File: config.mk
export PLATFORM = sky130hd
export DESIGN_NAME = soft_band_pixel_generator
export DESIGN_NICKNAME = d
export VERILOG_FILES = /design/src/hw/rtl/sbpg_pkg.sv /design/src/hw/rtl/sbpg_regs.sv /design/src/hw/rtl/sbpg_proj.sv /design/src/hw/rtl/sbpg_cls.sv /design/src/hw/rtl/sbpg_div.sv /design/src/hw/rtl/soft_band_pixel_generator.sv
export SDC_FILE = /design/constraint.sdc
export NUM_CORES = 2
export LEC_CHECK = 0
export ABC_AREA = 1
export BUFFER_PORTS_ARGS = -buffer_cell sky130_fd_sc_hd__clkbuf_2
export CORE_UTILIZATION = 55
export DETAILED_ROUTE_END_ITERATION = 8
export HOLD_SLACK_MARGIN = 0.03
export PLACE_DENSITY = 0.81
export SLEW_MARGIN = 20
export SYNTH_ARGS = -nofsm -noshare
export SYNTH_HDL_FRONTEND = slang
export SYNTH_HIERARCHICAL = 1
export SYNTH_SLANG_ARGS = --single-unit
File: constraint.sdc
create_clock -name i_clk -period 14.5 [get_ports i_clk]
set_clock_uncertainty 0.2 [all_clocks]
set_input_delay 0.725 -clock i_clk [delete_from_list [all_inputs] [get_ports i_clk]]
set_output_delay 0.725 -clock i_clk [all_outputs]
set_load 0.05 [all_outputs]
File: src/hw/rtl/sbpg_pkg.sv
// Shared widths, configuration types and reset values for the soft band pixel generator.
package sbpg_pkg;

    localparam int COORD_WIDTH_DEF = 12;

    localparam int NRM_W      = 16;
    localparam int EDGE_W     = 18;
    localparam int HW_W       = 14;
    localparam int LVL_W      = 8;
    localparam int CFG_DATA_W = 18;
    localparam int CFG_IDX_W  = 3;

    // Edges and half width are Q.4; the projection is Q.14.
    localparam int EDGE_SHIFT = 10;
    localparam int UV_W       = HW_W + EDGE_SHIFT + 2;
    localparam int MUL_W      = LVL_W + UV_W;
    localparam int NUM_SHIFT  = EDGE_SHIFT + 1;
    localparam int NUM_W      = LVL_W + HW_W;

    localparam int PROJ_STAGES = 3;
    localparam int CLS_STAGES  = 3;
    localparam int DIV_STAGES  = LVL_W;
    localparam int NUM_STAGES  = PROJ_STAGES + CLS_STAGES + DIV_STAGES;

    typedef enum logic [CFG_IDX_W-1:0] {
        CFG_NORMAL_X,
        CFG_NORMAL_Y,
        CFG_FIRST_EDGE,
        CFG_SECOND_EDGE,
        CFG_RAMP_HALF_WIDTH,
        CFG_LEVEL_LOW,
        CFG_LEVEL_MID,
        CFG_LEVEL_HIGH
    } t_cfg_idx;

    typedef struct packed {
        logic signed [NRM_W-1:0]  normal_x;
        logic signed [NRM_W-1:0]  normal_y;
        logic signed [EDGE_W-1:0] first_edge;
        logic signed [EDGE_W-1:0] second_edge;
        logic        [HW_W-1:0]   ramp_half_width;
        logic        [LVL_W-1:0]  level_low;
        logic        [LVL_W-1:0]  level_mid;
        logic        [LVL_W-1:0]  level_high;
    } t_cfg;

    localparam t_cfg CFG_RESET = '{
        normal_x:        16'sd16384,
        normal_y:        16'sd0,
        first_edge:      18'sd0,
        second_edge:     18'sd0,
        ramp_half_width: 14'd0,
        level_low:       8'd0,
        level_mid:       8'd128,
        level_high:      8'd255
    };

    // Width of the projection sum for a given coordinate width.
    function automatic int proj_w(int cw);
        return cw + NRM_W + 1;
    endfunction

    // Width of the projection minus an edge distance.
    function automatic int diff_w(int cw);
        int ew;
        ew = EDGE_W + EDGE_SHIFT;
        return ((proj_w(cw) > ew) ? proj_w(cw) : ew) + 1;
    endfunction

endpackage

File: src/hw/rtl/sbpg_regs.sv
// Configuration register file of the soft band pixel generator.
module sbpg_regs (
    input  logic                             i_clk,
    input  logic                             i_rst_n,
    input  logic                             i_cfg_we,
    input  logic [sbpg_pkg::CFG_IDX_W-1:0]   i_cfg_index,
    input  logic [sbpg_pkg::CFG_DATA_W-1:0]  i_cfg_data,
    output sbpg_pkg::t_cfg                   o_cfg
);
    import sbpg_pkg::*;

    t_cfg r_cfg;
    t_cfg n_cfg;

    always_comb begin
        n_cfg = r_cfg;
        if (i_cfg_we) begin
            case (t_cfg_idx'(i_cfg_index))
                CFG_NORMAL_X:        n_cfg.normal_x        = i_cfg_data[NRM_W-1:0];
                CFG_NORMAL_Y:        n_cfg.normal_y        = i_cfg_data[NRM_W-1:0];
                CFG_FIRST_EDGE:      n_cfg.first_edge      = i_cfg_data[EDGE_W-1:0];
                CFG_SECOND_EDGE:     n_cfg.second_edge     = i_cfg_data[EDGE_W-1:0];
                CFG_RAMP_HALF_WIDTH: n_cfg.ramp_half_width = i_cfg_data[HW_W-1:0];
                CFG_LEVEL_LOW:       n_cfg.level_low       = i_cfg_data[LVL_W-1:0];
                CFG_LEVEL_MID:       n_cfg.level_mid       = i_cfg_data[LVL_W-1:0];
                CFG_LEVEL_HIGH:      n_cfg.level_high      = i_cfg_data[LVL_W-1:0];
                default: begin
                end
            endcase
        end
    end

    always_ff @(posedge i_clk) begin
        if (!i_rst_n) begin
            r_cfg <= CFG_RESET;
        end else begin
            r_cfg <= n_cfg;
        end
    end

    assign o_cfg = r_cfg;

endmodule

File: src/hw/rtl/sbpg_proj.sv
// Projection of the pixel coordinate onto the normal and distances to both edges.
module sbpg_proj #(
    parameter int COORD_WIDTH = sbpg_pkg::COORD_WIDTH_DEF
) (
    input  logic                                            i_clk,
    input  logic [sbpg_pkg::PROJ_STAGES-1:0]                i_en,
    input  logic [COORD_WIDTH-1:0]                          i_row,
    input  logic [COORD_WIDTH-1:0]                          i_col,
    input  sbpg_pkg::t_cfg                                  i_cfg,
    output logic signed [sbpg_pkg::diff_w(COORD_WIDTH)-1:0] o_d0,
    output logic signed [sbpg_pkg::diff_w(COORD_WIDTH)-1:0] o_d1
);
    import sbpg_pkg::*;

    localparam int PW = proj_w(COORD_WIDTH);
    localparam int DW = diff_w(COORD_WIDTH);

    logic signed [PW-1:0] nx_ext;
    logic signed [PW-1:0] ny_ext;
    logic signed [PW-1:0] row_ext;
    logic signed [PW-1:0] col_ext;
    logic signed [DW-1:0] e0;
    logic signed [DW-1:0] e1;

    logic signed [PW-1:0] r_prod_x;
    logic signed [PW-1:0] r_prod_y;
    logic signed [PW-1:0] r_proj;
    logic signed [DW-1:0] r_d0;
    logic signed [DW-1:0] r_d1;

    assign nx_ext  = PW'(i_cfg.normal_x);
    assign ny_ext  = PW'(i_cfg.normal_y);
    assign row_ext = PW'({1'b0, i_row});
    assign col_ext = PW'({1'b0, i_col});

    // Edges move from Q.4 to the Q.14 of the projection.
    assign e0 = DW'(i_cfg.first_edge) <<< EDGE_SHIFT;
    assign e1 = DW'(i_cfg.second_edge) <<< EDGE_SHIFT;

    always_ff @(posedge i_clk) begin
        if (i_en[0]) begin
            r_prod_x <= nx_ext * row_ext;
            r_prod_y <= ny_ext * col_ext;
        end
        if (i_en[1]) begin
            r_proj <= r_prod_x + r_prod_y;
        end
        if (i_en[2]) begin
            r_d0 <= DW'(r_proj) - e0;
            r_d1 <= DW'(r_proj) - e1;
        end
    end

    assign o_d0 = r_d0;
    assign o_d1 = r_d1;

endmodule

File: src/hw/rtl/sbpg_cls.sv
// Band classification and ramp numerator for the soft band pixel generator.
module sbpg_cls #(
    parameter int COORD_WIDTH = sbpg_pkg::COORD_WIDTH_DEF
) (
    input  logic                                            i_clk,
    input  logic [sbpg_pkg::CLS_STAGES-1:0]                 i_en,
    input  logic signed [sbpg_pkg::diff_w(COORD_WIDTH)-1:0] i_d0,
    input  logic signed [sbpg_pkg::diff_w(COORD_WIDTH)-1:0] i_d1,
    input  sbpg_pkg::t_cfg                                  i_cfg,
    output logic                                            o_ramp,
    output logic [sbpg_pkg::LVL_W-1:0]                      o_lvl,
    output logic [sbpg_pkg::NUM_W-1:0]                      o_num
);
    import sbpg_pkg::*;

    localparam int AW = diff_w(COORD_WIDTH) + 1;

    logic signed [AW-1:0] h_ext;
    logic signed [AW-1:0] a0;
    logic signed [AW-1:0] b0;
    logic signed [AW-1:0] v0;
    logic signed [AW-1:0] a1;
    logic signed [AW-1:0] b1;
    logic signed [AW-1:0] v1;

    logic             n_ramp;
    logic [LVL_W-1:0] n_lvl;
    logic [LVL_W-1:0] n_lo;
    logic [LVL_W-1:0] n_hi;
    logic [UV_W-1:0]  n_u;
    logic [UV_W-1:0]  n_v;
    logic [MUL_W:0]   num_sum;

    logic             r_ramp3;
    logic [LVL_W-1:0] r_lvl3;
    logic [LVL_W-1:0] r_lo;
    logic [LVL_W-1:0] r_hi;
    logic [UV_W-1:0]  r_u;
    logic [UV_W-1:0]  r_v;
    logic             r_ramp4;
    logic [LVL_W-1:0] r_lvl4;
    logic [MUL_W-1:0] r_mlo;
    logic [MUL_W-1:0] r_mhi;
    logic             r_ramp5;
    logic [LVL_W-1:0] r_lvl5;
    logic [NUM_W-1:0] r_num;

    assign h_ext = AW'({1'b0, i_cfg.ramp_half_width, EDGE_SHIFT'(0)});

    // a = t + h and b = t - h for each edge; v = h - t.
    assign a0 = AW'(i_d0) + h_ext;
    assign b0 = AW'(i_d0) - h_ext;
    assign v0 = h_ext - AW'(i_d0);
    assign a1 = AW'(i_d1) + h_ext;
    assign b1 = AW'(i_d1) - h_ext;
    assign v1 = h_ext - AW'(i_d1);

    // The tests run in band order, so edges given out of order fall to the high level.
    always_comb begin
        n_ramp = 1'b0;
        n_lvl  = i_cfg.level_high;
        n_lo   = i_cfg.level_mid;
        n_hi   = i_cfg.level_high;
        n_u    = UV_W'(a1);
        n_v    = UV_W'(v1);
        if (a0[AW-1]) begin
            n_lvl = i_cfg.level_low;
        end else if (b0[AW-1]) begin
            n_ramp = 1'b1;
            n_lo   = i_cfg.level_low;
            n_hi   = i_cfg.level_mid;
            n_u    = UV_W'(a0);
            n_v    = UV_W'(v0);
        end else if (a1[AW-1]) begin
            n_lvl = i_cfg.level_mid;
        end else if (b1[AW-1]) begin
            n_ramp = 1'b1;
        end
    end

    assign num_sum = {1'b0, r_mlo} + {1'b0, r_mhi};

    always_ff @(posedge i_clk) begin
        if (i_en[0]) begin
            r_ramp3 <= n_ramp;
            r_lvl3  <= n_lvl;
            r_lo    <= n_lo;
            r_hi    <= n_hi;
            r_u     <= n_u;
            r_v     <= n_v;
        end
        if (i_en[1]) begin
            r_ramp4 <= r_ramp3;
            r_lvl4  <= r_lvl3;
            r_mlo   <= MUL_W'(r_lo) * MUL_W'(r_v);
            r_mhi   <= MUL_W'(r_hi) * MUL_W'(r_u);
        end
        if (i_en[2]) begin
            r_ramp5 <= r_ramp4;
            r_lvl5  <= r_lvl4;
            // The divisor 2h carries a factor of 2048, taken out here.
            r_num   <= num_sum[NUM_SHIFT +: NUM_W];
        end
    end

    assign o_ramp = r_ramp5;
    assign o_lvl  = r_lvl5;
    assign o_num  = r_num;

endmodule

File: src/hw/rtl/sbpg_div.sv
// Pipelined restoring divider giving one quotient bit per stage, with the final level select.
module sbpg_div (
    input  logic                             i_clk,
    input  logic [sbpg_pkg::DIV_STAGES-1:0]  i_en,
    input  logic                             i_ramp,
    input  logic [sbpg_pkg::LVL_W-1:0]       i_lvl,
    input  logic [sbpg_pkg::NUM_W-1:0]       i_num,
    input  logic [sbpg_pkg::HW_W-1:0]        i_hw,
    output logic [sbpg_pkg::LVL_W-1:0]       o_pixel
);
    import sbpg_pkg::*;

    localparam int LAST = DIV_STAGES - 1;

    logic [NUM_W-1:0] s_rem  [DIV_STAGES];
    logic [LVL_W-1:0] s_quo  [DIV_STAGES];
    logic             s_ramp [DIV_STAGES];
    logic [LVL_W-1:0] s_lvl  [DIV_STAGES];

    logic [NUM_W-1:0] r_rem  [LAST];
    logic [LVL_W-1:0] r_quo  [LAST];
    logic             r_ramp [LAST];
    logic [LVL_W-1:0] r_lvl  [LAST];
    logic [LVL_W-1:0] r_pix;

    assign s_rem[0]  = i_num;
    assign s_quo[0]  = '0;
    assign s_ramp[0] = i_ramp;
    assign s_lvl[0]  = i_lvl;

    for (genvar j = 0; j < DIV_STAGES; j++) begin : g_stage
        localparam int B = LAST - j;

        logic [NUM_W:0]   dvs;
        logic [NUM_W:0]   diff;
        logic             take;
        logic [LVL_W-1:0] quo_next;

        assign dvs      = {{(NUM_W + 1 - HW_W){1'b0}}, i_hw} << B;
        assign diff     = {1'b0, s_rem[j]} - dvs;
        assign take     = !diff[NUM_W];
        assign quo_next = take ? (s_quo[j] | (LVL_W'(1) << B)) : s_quo[j];

        if (j < LAST) begin : g_mid
            logic [NUM_W-1:0] rem_next;

            assign rem_next = take ? diff[NUM_W-1:0] : s_rem[j];

            always_ff @(posedge i_clk) begin
                if (i_en[j]) begin
                    r_rem[j]  <= rem_next;
                    r_quo[j]  <= quo_next;
                    r_ramp[j] <= s_ramp[j];
                    r_lvl[j]  <= s_lvl[j];
                end
            end
            assign s_rem[j+1]  = r_rem[j];
            assign s_quo[j+1]  = r_quo[j];
            assign s_ramp[j+1] = r_ramp[j];
            assign s_lvl[j+1]  = r_lvl[j];
        end else begin : g_last
            always_ff @(posedge i_clk) begin
                if (i_en[j]) begin
                    r_pix <= s_ramp[j] ? quo_next : s_lvl[j];
                end
            end
        end
    end

    assign o_pixel = r_pix;

endmodule

File: src/hw/rtl/soft_band_pixel_generator.sv
// Top level of the soft band pixel generator: beat control and stage wiring.
//
//   Channel  Direction  Handshake                 Beat payload
//   in       sink       i_in_valid / o_in_ready   i_row_index, i_col_index
//   out      source     o_out_valid / i_out_ready o_pixel_value
//   cfg      sink       i_cfg_we (no wait)        i_cfg_index, i_cfg_data
//
// One pixel is accepted per clock unless a stalled output has filled every stage. Three stages
// form the projection and edge distances, three classify the band and build the ramp
// numerator, and eight stages of a restoring divider give one quotient bit each.
// Every stage has its own valid bit and moves when it is empty or its successor moves, so
// a stalled output only stops input once every stage holds a pixel; no beat is lost or
// repeated. Reset (synchronous, active low) empties the pipeline and loads the register
// defaults; there is no clearing pass.
module soft_band_pixel_generator #(
    parameter int COORD_WIDTH = sbpg_pkg::COORD_WIDTH_DEF
) (
    input  logic                             i_clk,
    input  logic                             i_rst_n,
    input  logic                             i_cfg_we,
    input  logic [sbpg_pkg::CFG_IDX_W-1:0]   i_cfg_index,
    input  logic [sbpg_pkg::CFG_DATA_W-1:0]  i_cfg_data,
    input  logic                             i_in_valid,
    output logic                             o_in_ready,
    input  logic [COORD_WIDTH-1:0]           i_row_index,
    input  logic [COORD_WIDTH-1:0]           i_col_index,
    output logic                             o_out_valid,
    input  logic                             i_out_ready,
    output logic [sbpg_pkg::LVL_W-1:0]       o_pixel_value
);
    import sbpg_pkg::*;

    localparam int NS = NUM_STAGES;
    localparam int DW = diff_w(COORD_WIDTH);

    t_cfg cfg;

    logic [NS-1:0] stage_en;
    logic [NS-1:0] vld_in;
    logic [NS-1:0] r_vld;
    logic [NS-1:0] n_vld;

    logic signed [DW-1:0] d0;
    logic signed [DW-1:0] d1;
    logic                 cls_ramp;
    logic [LVL_W-1:0]     cls_lvl;
    logic [NUM_W-1:0]     cls_num;

    // A stage takes a new beat when it is empty or its content moves on.
    assign stage_en[NS-1] = !r_vld[NS-1] || i_out_ready;
    for (genvar k = 0; k < NS - 1; k++) begin : g_en
        assign stage_en[k] = !r_vld[k] || stage_en[k+1];
    end

    assign vld_in = {r_vld[NS-2:0], i_in_valid};
    assign n_vld  = (vld_in & stage_en) | (r_vld & ~stage_en);

    always_ff @(posedge i_clk) begin
        if (!i_rst_n) begin
            r_vld <= '0;
        end else begin
            r_vld <= n_vld;
        end
    end

    assign o_in_ready  = stage_en[0];
    assign o_out_valid = r_vld[NS-1];

    sbpg_regs u_regs (
        .i_clk       (i_clk),
        .i_rst_n     (i_rst_n),
        .i_cfg_we    (i_cfg_we),
        .i_cfg_index (i_cfg_index),
        .i_cfg_data  (i_cfg_data),
        .o_cfg       (cfg)
    );

    sbpg_proj #(
        .COORD_WIDTH (COORD_WIDTH)
    ) u_proj (
        .i_clk (i_clk),
        .i_en  (stage_en[PROJ_STAGES-1:0]),
        .i_row (i_row_index),
        .i_col (i_col_index),
        .i_cfg (cfg),
        .o_d0  (d0),
        .o_d1  (d1)
    );

    sbpg_cls #(
        .COORD_WIDTH (COORD_WIDTH)
    ) u_cls (
        .i_clk  (i_clk),
        .i_en   (stage_en[PROJ_STAGES +: CLS_STAGES]),
        .i_d0   (d0),
        .i_d1   (d1),
        .i_cfg  (cfg),
        .o_ramp (cls_ramp),
        .o_lvl  (cls_lvl),
        .o_num  (cls_num)
    );

    sbpg_div u_div (
        .i_clk   (i_clk),
        .i_en    (stage_en[PROJ_STAGES + CLS_STAGES +: DIV_STAGES]),
        .i_ramp  (cls_ramp),
        .i_lvl   (cls_lvl),
        .i_num   (cls_num),
        .i_hw    (cfg.ramp_half_width),
        .o_pixel (o_pixel_value)
    );

`ifndef NO_ASSERTIONS
    // Input is refused only when every stage is occupied.
    a_full_when_blocked: assert property (@(posedge i_clk) disable iff (!i_rst_n)
        !o_in_ready |-> (&r_vld))
        else $error("input refused while the pipeline has a bubble");

    // An accepted beat always lands in the first stage.
    a_accept_lands: assert property (@(posedge i_clk) disable iff (!i_rst_n)
        (i_in_valid && o_in_ready) |=> r_vld[0])
        else $error("accepted beat missing from the first stage");

    // A bubble ahead of a free output stage reaches the output, so no beat is repeated.
    a_bubble_moves: assert property (@(posedge i_clk) disable iff (!i_rst_n)
        (!r_vld[NS-2] && (!o_out_valid || i_out_ready)) |=> !o_out_valid)
        else $error("output beat repeated or invented");
`endif

endmodule

## Word level (Yosys, flattened, before mapping)

Memories as Yosys holds them, arrays and structs flattened.
Index checks and enable logic that the tools add are counted.

| cells by class | value |
|---|---|
| add/sub/neg operators | 18 |
| multiply operators | 4 |
| equal/unequal tests | 7 |
| mux-type cells | 44 |
| bitwise operators | 4 |
| reductions and logical operators | 37 |

Operators with widths:

| cell | count |
|---|---|
| 22-bit two-way mux | 7 |
| 26-bit two-way mux | 4 |
| 8-bit two-way mux | 9 |
| 8-bit by 26-bit multiplier with 33-bit output | 2 |
| 30-bit by 25-bit adder with 31-bit output | 2 |
| 30-bit by 25-bit subtractor with 31-bit output | 2 |
| 29-bit by 28-bit subtractor with 30-bit output | 2 |
| 16-bit by 13-bit multiplier with 29-bit output | 2 |
| 25-bit by 26-bit subtractor with 26-bit output | 2 |
| 33-bit adder | 1 |
| 29-bit adder | 1 |
| 14-bit AND | 2 |
| 22-bit by 14-bit subtractor with 23-bit output | 1 |
| 22-bit by 15-bit subtractor with 23-bit output | 1 |
| 22-bit by 16-bit subtractor with 23-bit output | 1 |
| 22-bit by 17-bit subtractor with 23-bit output | 1 |
| 22-bit by 18-bit subtractor with 23-bit output | 1 |
| 22-bit by 19-bit subtractor with 23-bit output | 1 |
| 22-bit by 20-bit subtractor with 23-bit output | 1 |
| 22-bit by 21-bit subtractor with 23-bit output | 1 |
| 1-bit two-way mux | 18 |
| 2-bit AND reduction | 8 |
| 1-bit zero test | 14 |
| 1-bit logical OR | 14 |
| other kinds (12) | 16 |

| word-level totals | value |
|---|---|
| register bits | 458 |
| bits in writable memories | 273 |
| memories | 4 |

Memories:

| memory | words | bits a word | read ports | clocked after memory_dff | wr ports | RTL line | text |
|---|---|---|---|---|---|---|---|
| u_div.r_rem | 7 | 22 | 7 | 0 | 7 | sbpg_div.sv:20 | `logic [NUM_W-1:0] r_rem [LAST];` |
| u_div.r_lvl | 7 | 8 | 7 | 0 | 7 | sbpg_div.sv:23 | `logic [LVL_W-1:0] r_lvl [LAST];` |
| u_div.r_quo | 7 | 8 | 7 | 0 | 7 | sbpg_div.sv:21 | `logic [LVL_W-1:0] r_quo [LAST];` |
| u_div.r_ramp | 7 | 1 | 7 | 0 | 7 | sbpg_div.sv:22 | `logic r_ramp [LAST];` |

## Logic depth before layout (Yosys ltp)

| depth | value |
|---|---|
| depth in word-level cells | 18 |
| gate-level depth with buffers | 25 |
| gate-level depth less buffers | 23 |

## Hierarchy

The synthesis kept the hierarchy.

By module, submodules not included:

| module | instances | cells each | area an instance (µm²) | sequential area each (µm²) |
|---|---|---|---|---|
| sbpg_cls | 1 | 3596 | 26867.0 | 5465.2 |
| sbpg_proj | 1 | 3381 | 25011.5 | 4113.9 |
| sbpg_div | 1 | 1889 | 16240.6 | 7597.3 |
| sbpg_regs | 1 | 599 | 4180.3 | 2122.0 |
| soft_band_pixel_generator | 1 | 63 | 564.3 | 280.3 |

## Least setup slack after synthesis

No wires, ideal clock.

| timing | value |
|---|---|
| kind | reg-to-reg |
| from | reg with a tool-made name |
| to | reg u_proj.r_prod_x[0], enable pin |
| library setup time | 791 ps |
| arrival | 4910 ps |
| required time | 13509 ps |
| slack | 8599 ps |
| cell stages (with the launch flop) | 8 |
| buffers on the path | 0 |
| clock period less this slack | 5901 ps |
| path through | dfxtp_1 > nand3_2 > nor2_4 > nand4_4 > nor2_4 > nand4_4 > nor2_4 > nand4_2 |

RTL lines:

| item | RTL line | text |
|---|---|---|
| end signal: assignment | sbpg_proj.sv:42 | `r_prod_x <= nx_ext * row_ext;` |
| end: declaration | sbpg_proj.sv:25 | `logic signed [PW-1:0] r_prod_x;` |

## Final worst setup path

| timing | value |
|---|---|
| from | reg u_cls.r_hi[2] |
| to | reg u_cls.r_mhi[24] (data pin) |

| on the way | value |
|---|---|
| longest elaborated chain between the ends | 1 |

RTL lines:

| item | RTL line | text |
|---|---|---|
| start: declaration | sbpg_cls.sv:37 | `logic [LVL_W-1:0] r_hi;` |
| start signal: assignment | sbpg_cls.sv:88 | `r_hi <= n_hi;` |
| 8-bit by 26-bit multiplier with 33-bit output | sbpg_cls.sv:96 | `r_mhi <= MUL_W'(r_hi) * MUL_W'(r_u);` |
| end signal: assignment | sbpg_cls.sv:96 |  |
| end: declaration | sbpg_cls.sv:43 | `logic [MUL_W-1:0] r_mhi;` |

No other way between the ends.
A chain may end at the register's enable or synchronous reset.

==> reports/qor.csv <==
metric;value;unit
destination of the worst hold path;u_regs/o_cfg[0];
reg-to-reg startpoint;u_cls/r_hi[2];
kind of end point of the critical path;flip-flop;
height of the chip;366;um
largest net degree at the start of global routing;109;
Max Fclk;0.176;GHz
Vias per Instance;5.37;
setup tns final;0;ns
port buffer count;59;
die outline width;366;um
top-level I/O count;60;
vias in the first global route;60400;
maximum count of clock buffers along a single path;3;
routability congestion estimate;0.997;
total count of hold-check failures in the final report;0;
effective utilization at floorplan;0.554;
fraction of final layout cells sized beyond drive strength 1;0.0514;
utilization after layout;0.586;
post-synthesis cell count;9528;
data required time at the worst endpoint;14.75;ns
class of the most critical setup path;flip-flop to flip-flop;
nets@finish;10700;
endpoint arrival time on the critical path;5.93;ns
commonest cells after routing, fill and taps aside;sky130_fd_sc_hd__nand2_1, sky130_fd_sc_hd__inv_1, sky130_fd_sc_hd__fa_1, sky130_fd_sc_hd__nor2_1, sky130_fd_sc_hd__edfxtp_1;
final-report setup violation count;0;
Most used DFF post-synth;sky130_fd_sc_hd__edfxtp_1;
FF+latch count, synth;692;
maximum fanout along the worst path;26;
global-route wire length before repair;327000;um
detailed placer's ending HPWL;167000;um
Avg WL per Cell;18.4;um
number of design rule violations left after detail routing;0;
clock latency on the worst-skew pair;0.70;ns
number of DRC violations after detailed-routing iteration 0;5207;
total gr overflow;0;
initial antenna violation count;5;
post-synthesis instance area;72900;um2
CTS-repair resized insts;0;
RSZ-0062 raised after global routing;false;
Clock Pin Slew Worst Setup and Hold Paths;0.06;ns
R2R depth;18;
sequential fraction of the synthesis area;0.269;
critical path launch point type;flip-flop;
Core Rows;133;
Hold Crit Class;primary input to flip-flop;
deepest level of the CTS H-tree;3;
DR pass1 iterations;8;
total nets after synthesis;10800;
most common cell after layout, fill and taps aside;sky130_fd_sc_hd__nand2_1;
setup slack, reg-to-reg;8.82;ns
count of antenna-violating nets left after detailed routing;0;
final routed wirelength across all metal layers;207000;um
Avg Cell Area, Syn;7.65;um2
r2r endpoint;u_cls/r_mhi[24];
area of the die;134000;um2
number of buffers added to fix hold violations after cts;0;
unique cell type count in the Yosys netlist;61;
CTS buffer count;81;
period utilisation layout;0.392;
post-layout minimum cycle time;5.68;ns
clock net sink count;692;
minimum hold slack;0.0653;ns
Cells on Worst Hold Path;3;
combined global-route utilization of all metal layers;0.310;
outcome;finished clean;
number of buffers inserted to repair setup after CTS;0;
transition time at the pin with the least slew margin;1.15;ns
worst max-slew margin expressed relative to the limit;0.236;
startpoint of the lowest-slack hold path;i_cfg_data[0];
count of yosys warnings during synthesis;6;
Core Region;131000;um2
TritonCTS clock tree;yes;
clock tree root driver cell;sky130_fd_sc_hd__clkbuf_16;
number of pins exceeding their max-slew limit in the final report;0;
number of synthesized flops with an enable pin;572;
P&R area growth vs syn;5.77;%
max_cap viols;0;
number of vias in the routed layout;60400;
async set or reset register ratio after synthesis;0;
cell type report:
type | instances | area, um2
Fill cell | 11800 | 54400
Clock inverter | 51 | 554
Inverter | 2181 | 8200
Sequential cell | 692 | 19600
Tap cell | 1755 | 2200
Clock buffer | 98 | 2190
Antenna cell | 3 | 7.51
Timing Repair Buffer | 96 | 583
Multi-Input combinational cell | 6379 | 43800
logic make-up (layout without fill, tap and decap cells):
logic type,count (synthesis),after routing,share of synthesized area
compound gates,723,723,0.0566
other cells,0,3,0
simple gates,4208,4208,0.241
xor+xnor,262,262,0.0315
fa+ha+maj,1186,1186,0.271
flops,692,692,0.269
buf+inv,2457,2426,0.131
stage by stage:
step	worst slack (ns)	instance area, um2	instances
global route	8.47	77100	11300
detailed placement	8.52	74300	11100
floorplan	8.60	72900	9528
global placement	8.50	74300	11100
CTS	8.90	77100	11300
finish	8.82	77100	11300
Yosys cell counts (11+ instances only):
library cell | number | area, um2
sky130_fd_sc_hd__inv_2 | 27 | 101
sky130_fd_sc_hd__ha_1 | 532 | 6660
sky130_fd_sc_hd__xor2_1 | 184 | 1610
sky130_fd_sc_hd__nor2_4 | 15 | 169
sky130_fd_sc_hd__nand4_1 | 102 | 638
sky130_fd_sc_hd__clkbuf_2 | 20 | 100
sky130_fd_sc_hd__nand3b_1 | 33 | 248
sky130_fd_sc_hd__nand2_1 | 2734 | 10300
sky130_fd_sc_hd__o21ai_2 | 62 | 543
sky130_fd_sc_hd__fa_1 | 654 | 13100
sky130_fd_sc_hd__nand3_1 | 460 | 2300
sky130_fd_sc_hd__o21bai_1 | 16 | 120
sky130_fd_sc_hd__xnor2_1 | 78 | 683
sky130_fd_sc_hd__a21o_1 | 30 | 225
sky130_fd_sc_hd__buf_4 | 23 | 173
sky130_fd_sc_hd__nor2_2 | 33 | 206
sky130_fd_sc_hd__o211ai_1 | 11 | 82.6
sky130_fd_sc_hd__o21ai_0 | 186 | 931
sky130_fd_sc_hd__a21oi_2 | 11 | 96.3
sky130_fd_sc_hd__nor3_1 | 73 | 365
sky130_fd_sc_hd__nand2_2 | 57 | 357
sky130_fd_sc_hd__a21oi_1 | 364 | 1820
sky130_fd_sc_hd__clkbuf_1 | 175 | 657
sky130_fd_sc_hd__edfxtp_1 | 572 | 17200
sky130_fd_sc_hd__nand3_2 | 19 | 190
sky130_fd_sc_hd__buf_2 | 30 | 150
sky130_fd_sc_hd__nor2_1 | 635 | 2380
sky130_fd_sc_hd__dfxtp_1 | 120 | 2400
sky130_fd_sc_hd__buf_6 | 14 | 158
sky130_fd_sc_hd__inv_1 | 2146 | 8060
how the worst max path moves through the flow:
stage | startpoint | end | slack [ns]
finish | u_cls/r_hi[2] | u_cls/r_mhi[24] | 8.82
global route | u_cls/r_hi[2] | u_cls/r_mhi[24] | 8.47
CTS | u_cls/r_hi[2] | u_cls/r_mhi[24] | 8.90
detailed placement | i_row_index[1] | u_proj/r_prod_x[28] | 8.52
global placement | i_row_index[1] | u_proj/r_prod_x[28] | 8.50
floorplan | flip-flop | u_proj/r_prod_x[0] | 8.60
metal layers:
metal | share of wire | GRT usage | up-vias
li1 | - | - | 28900
met1 | 0.40 | 0.382 | 28700
met2 | 0.48 | 0.523 | 2324
met3 | 0.068 | 0.0474 | 533
met4 | 0.060 | 0.166 | 6
met5 | 0.00020 | 0 | -
state kept, by name, indices dropped and copies added (netlist names), 7 cells and up, named ones only:
register         flops
u_proj/o_d0         30
u_cls/r_mhi         33
u_cls/o_lvl          8
u_regs/o_cfg       106
u_cls/r_v           25
u_div/o_pixel        8
u_cls/r_lo           8
u_cls/o_num         22
u_cls/r_mlo         33
u_div/r_ramp         7
u_proj/r_prod_x     29
u_cls/r_u           26
u_div/r_rem        154
u_proj/o_d1         20
u_proj/r_prod_y     29
u_cls/r_hi           8
u_div/r_quo         28
u_proj/r_proj       29
u_cls/r_lvl4         8
u_cls/r_lvl3         8
u_div/r_lvl         56
worst max-delay path, stage by stage, from the launching register on:
cell	delay (ns)
sky130_fd_sc_hd__edfxtp_1	1.11
sky130_fd_sc_hd__nand2_1	0.17
sky130_fd_sc_hd__fa_1	0.50
sky130_fd_sc_hd__fa_1	0.51
sky130_fd_sc_hd__inv_1	0.06
sky130_fd_sc_hd__fa_1	0.52
sky130_fd_sc_hd__inv_1	0.05
sky130_fd_sc_hd__fa_1	0.52
sky130_fd_sc_hd__inv_1	0.04
sky130_fd_sc_hd__ha_1	0.35
sky130_fd_sc_hd__a21oi_1	0.22
sky130_fd_sc_hd__a21boi_0	0.36
sky130_fd_sc_hd__o21ai_0	0.25
sky130_fd_sc_hd__nand2_1	0.13
sky130_fd_sc_hd__nand2_1	0.10
sky130_fd_sc_hd__nand3_1	0.11
sky130_fd_sc_hd__nand2_1	0.06
sky130_fd_sc_hd__nand2_1	0.08
sky130_fd_sc_hd__nand2_1	0.06
Power is left out: the tool's default activity adds up to more than one toggle a clock period on the data nets, which glitch-free logic cannot reach.
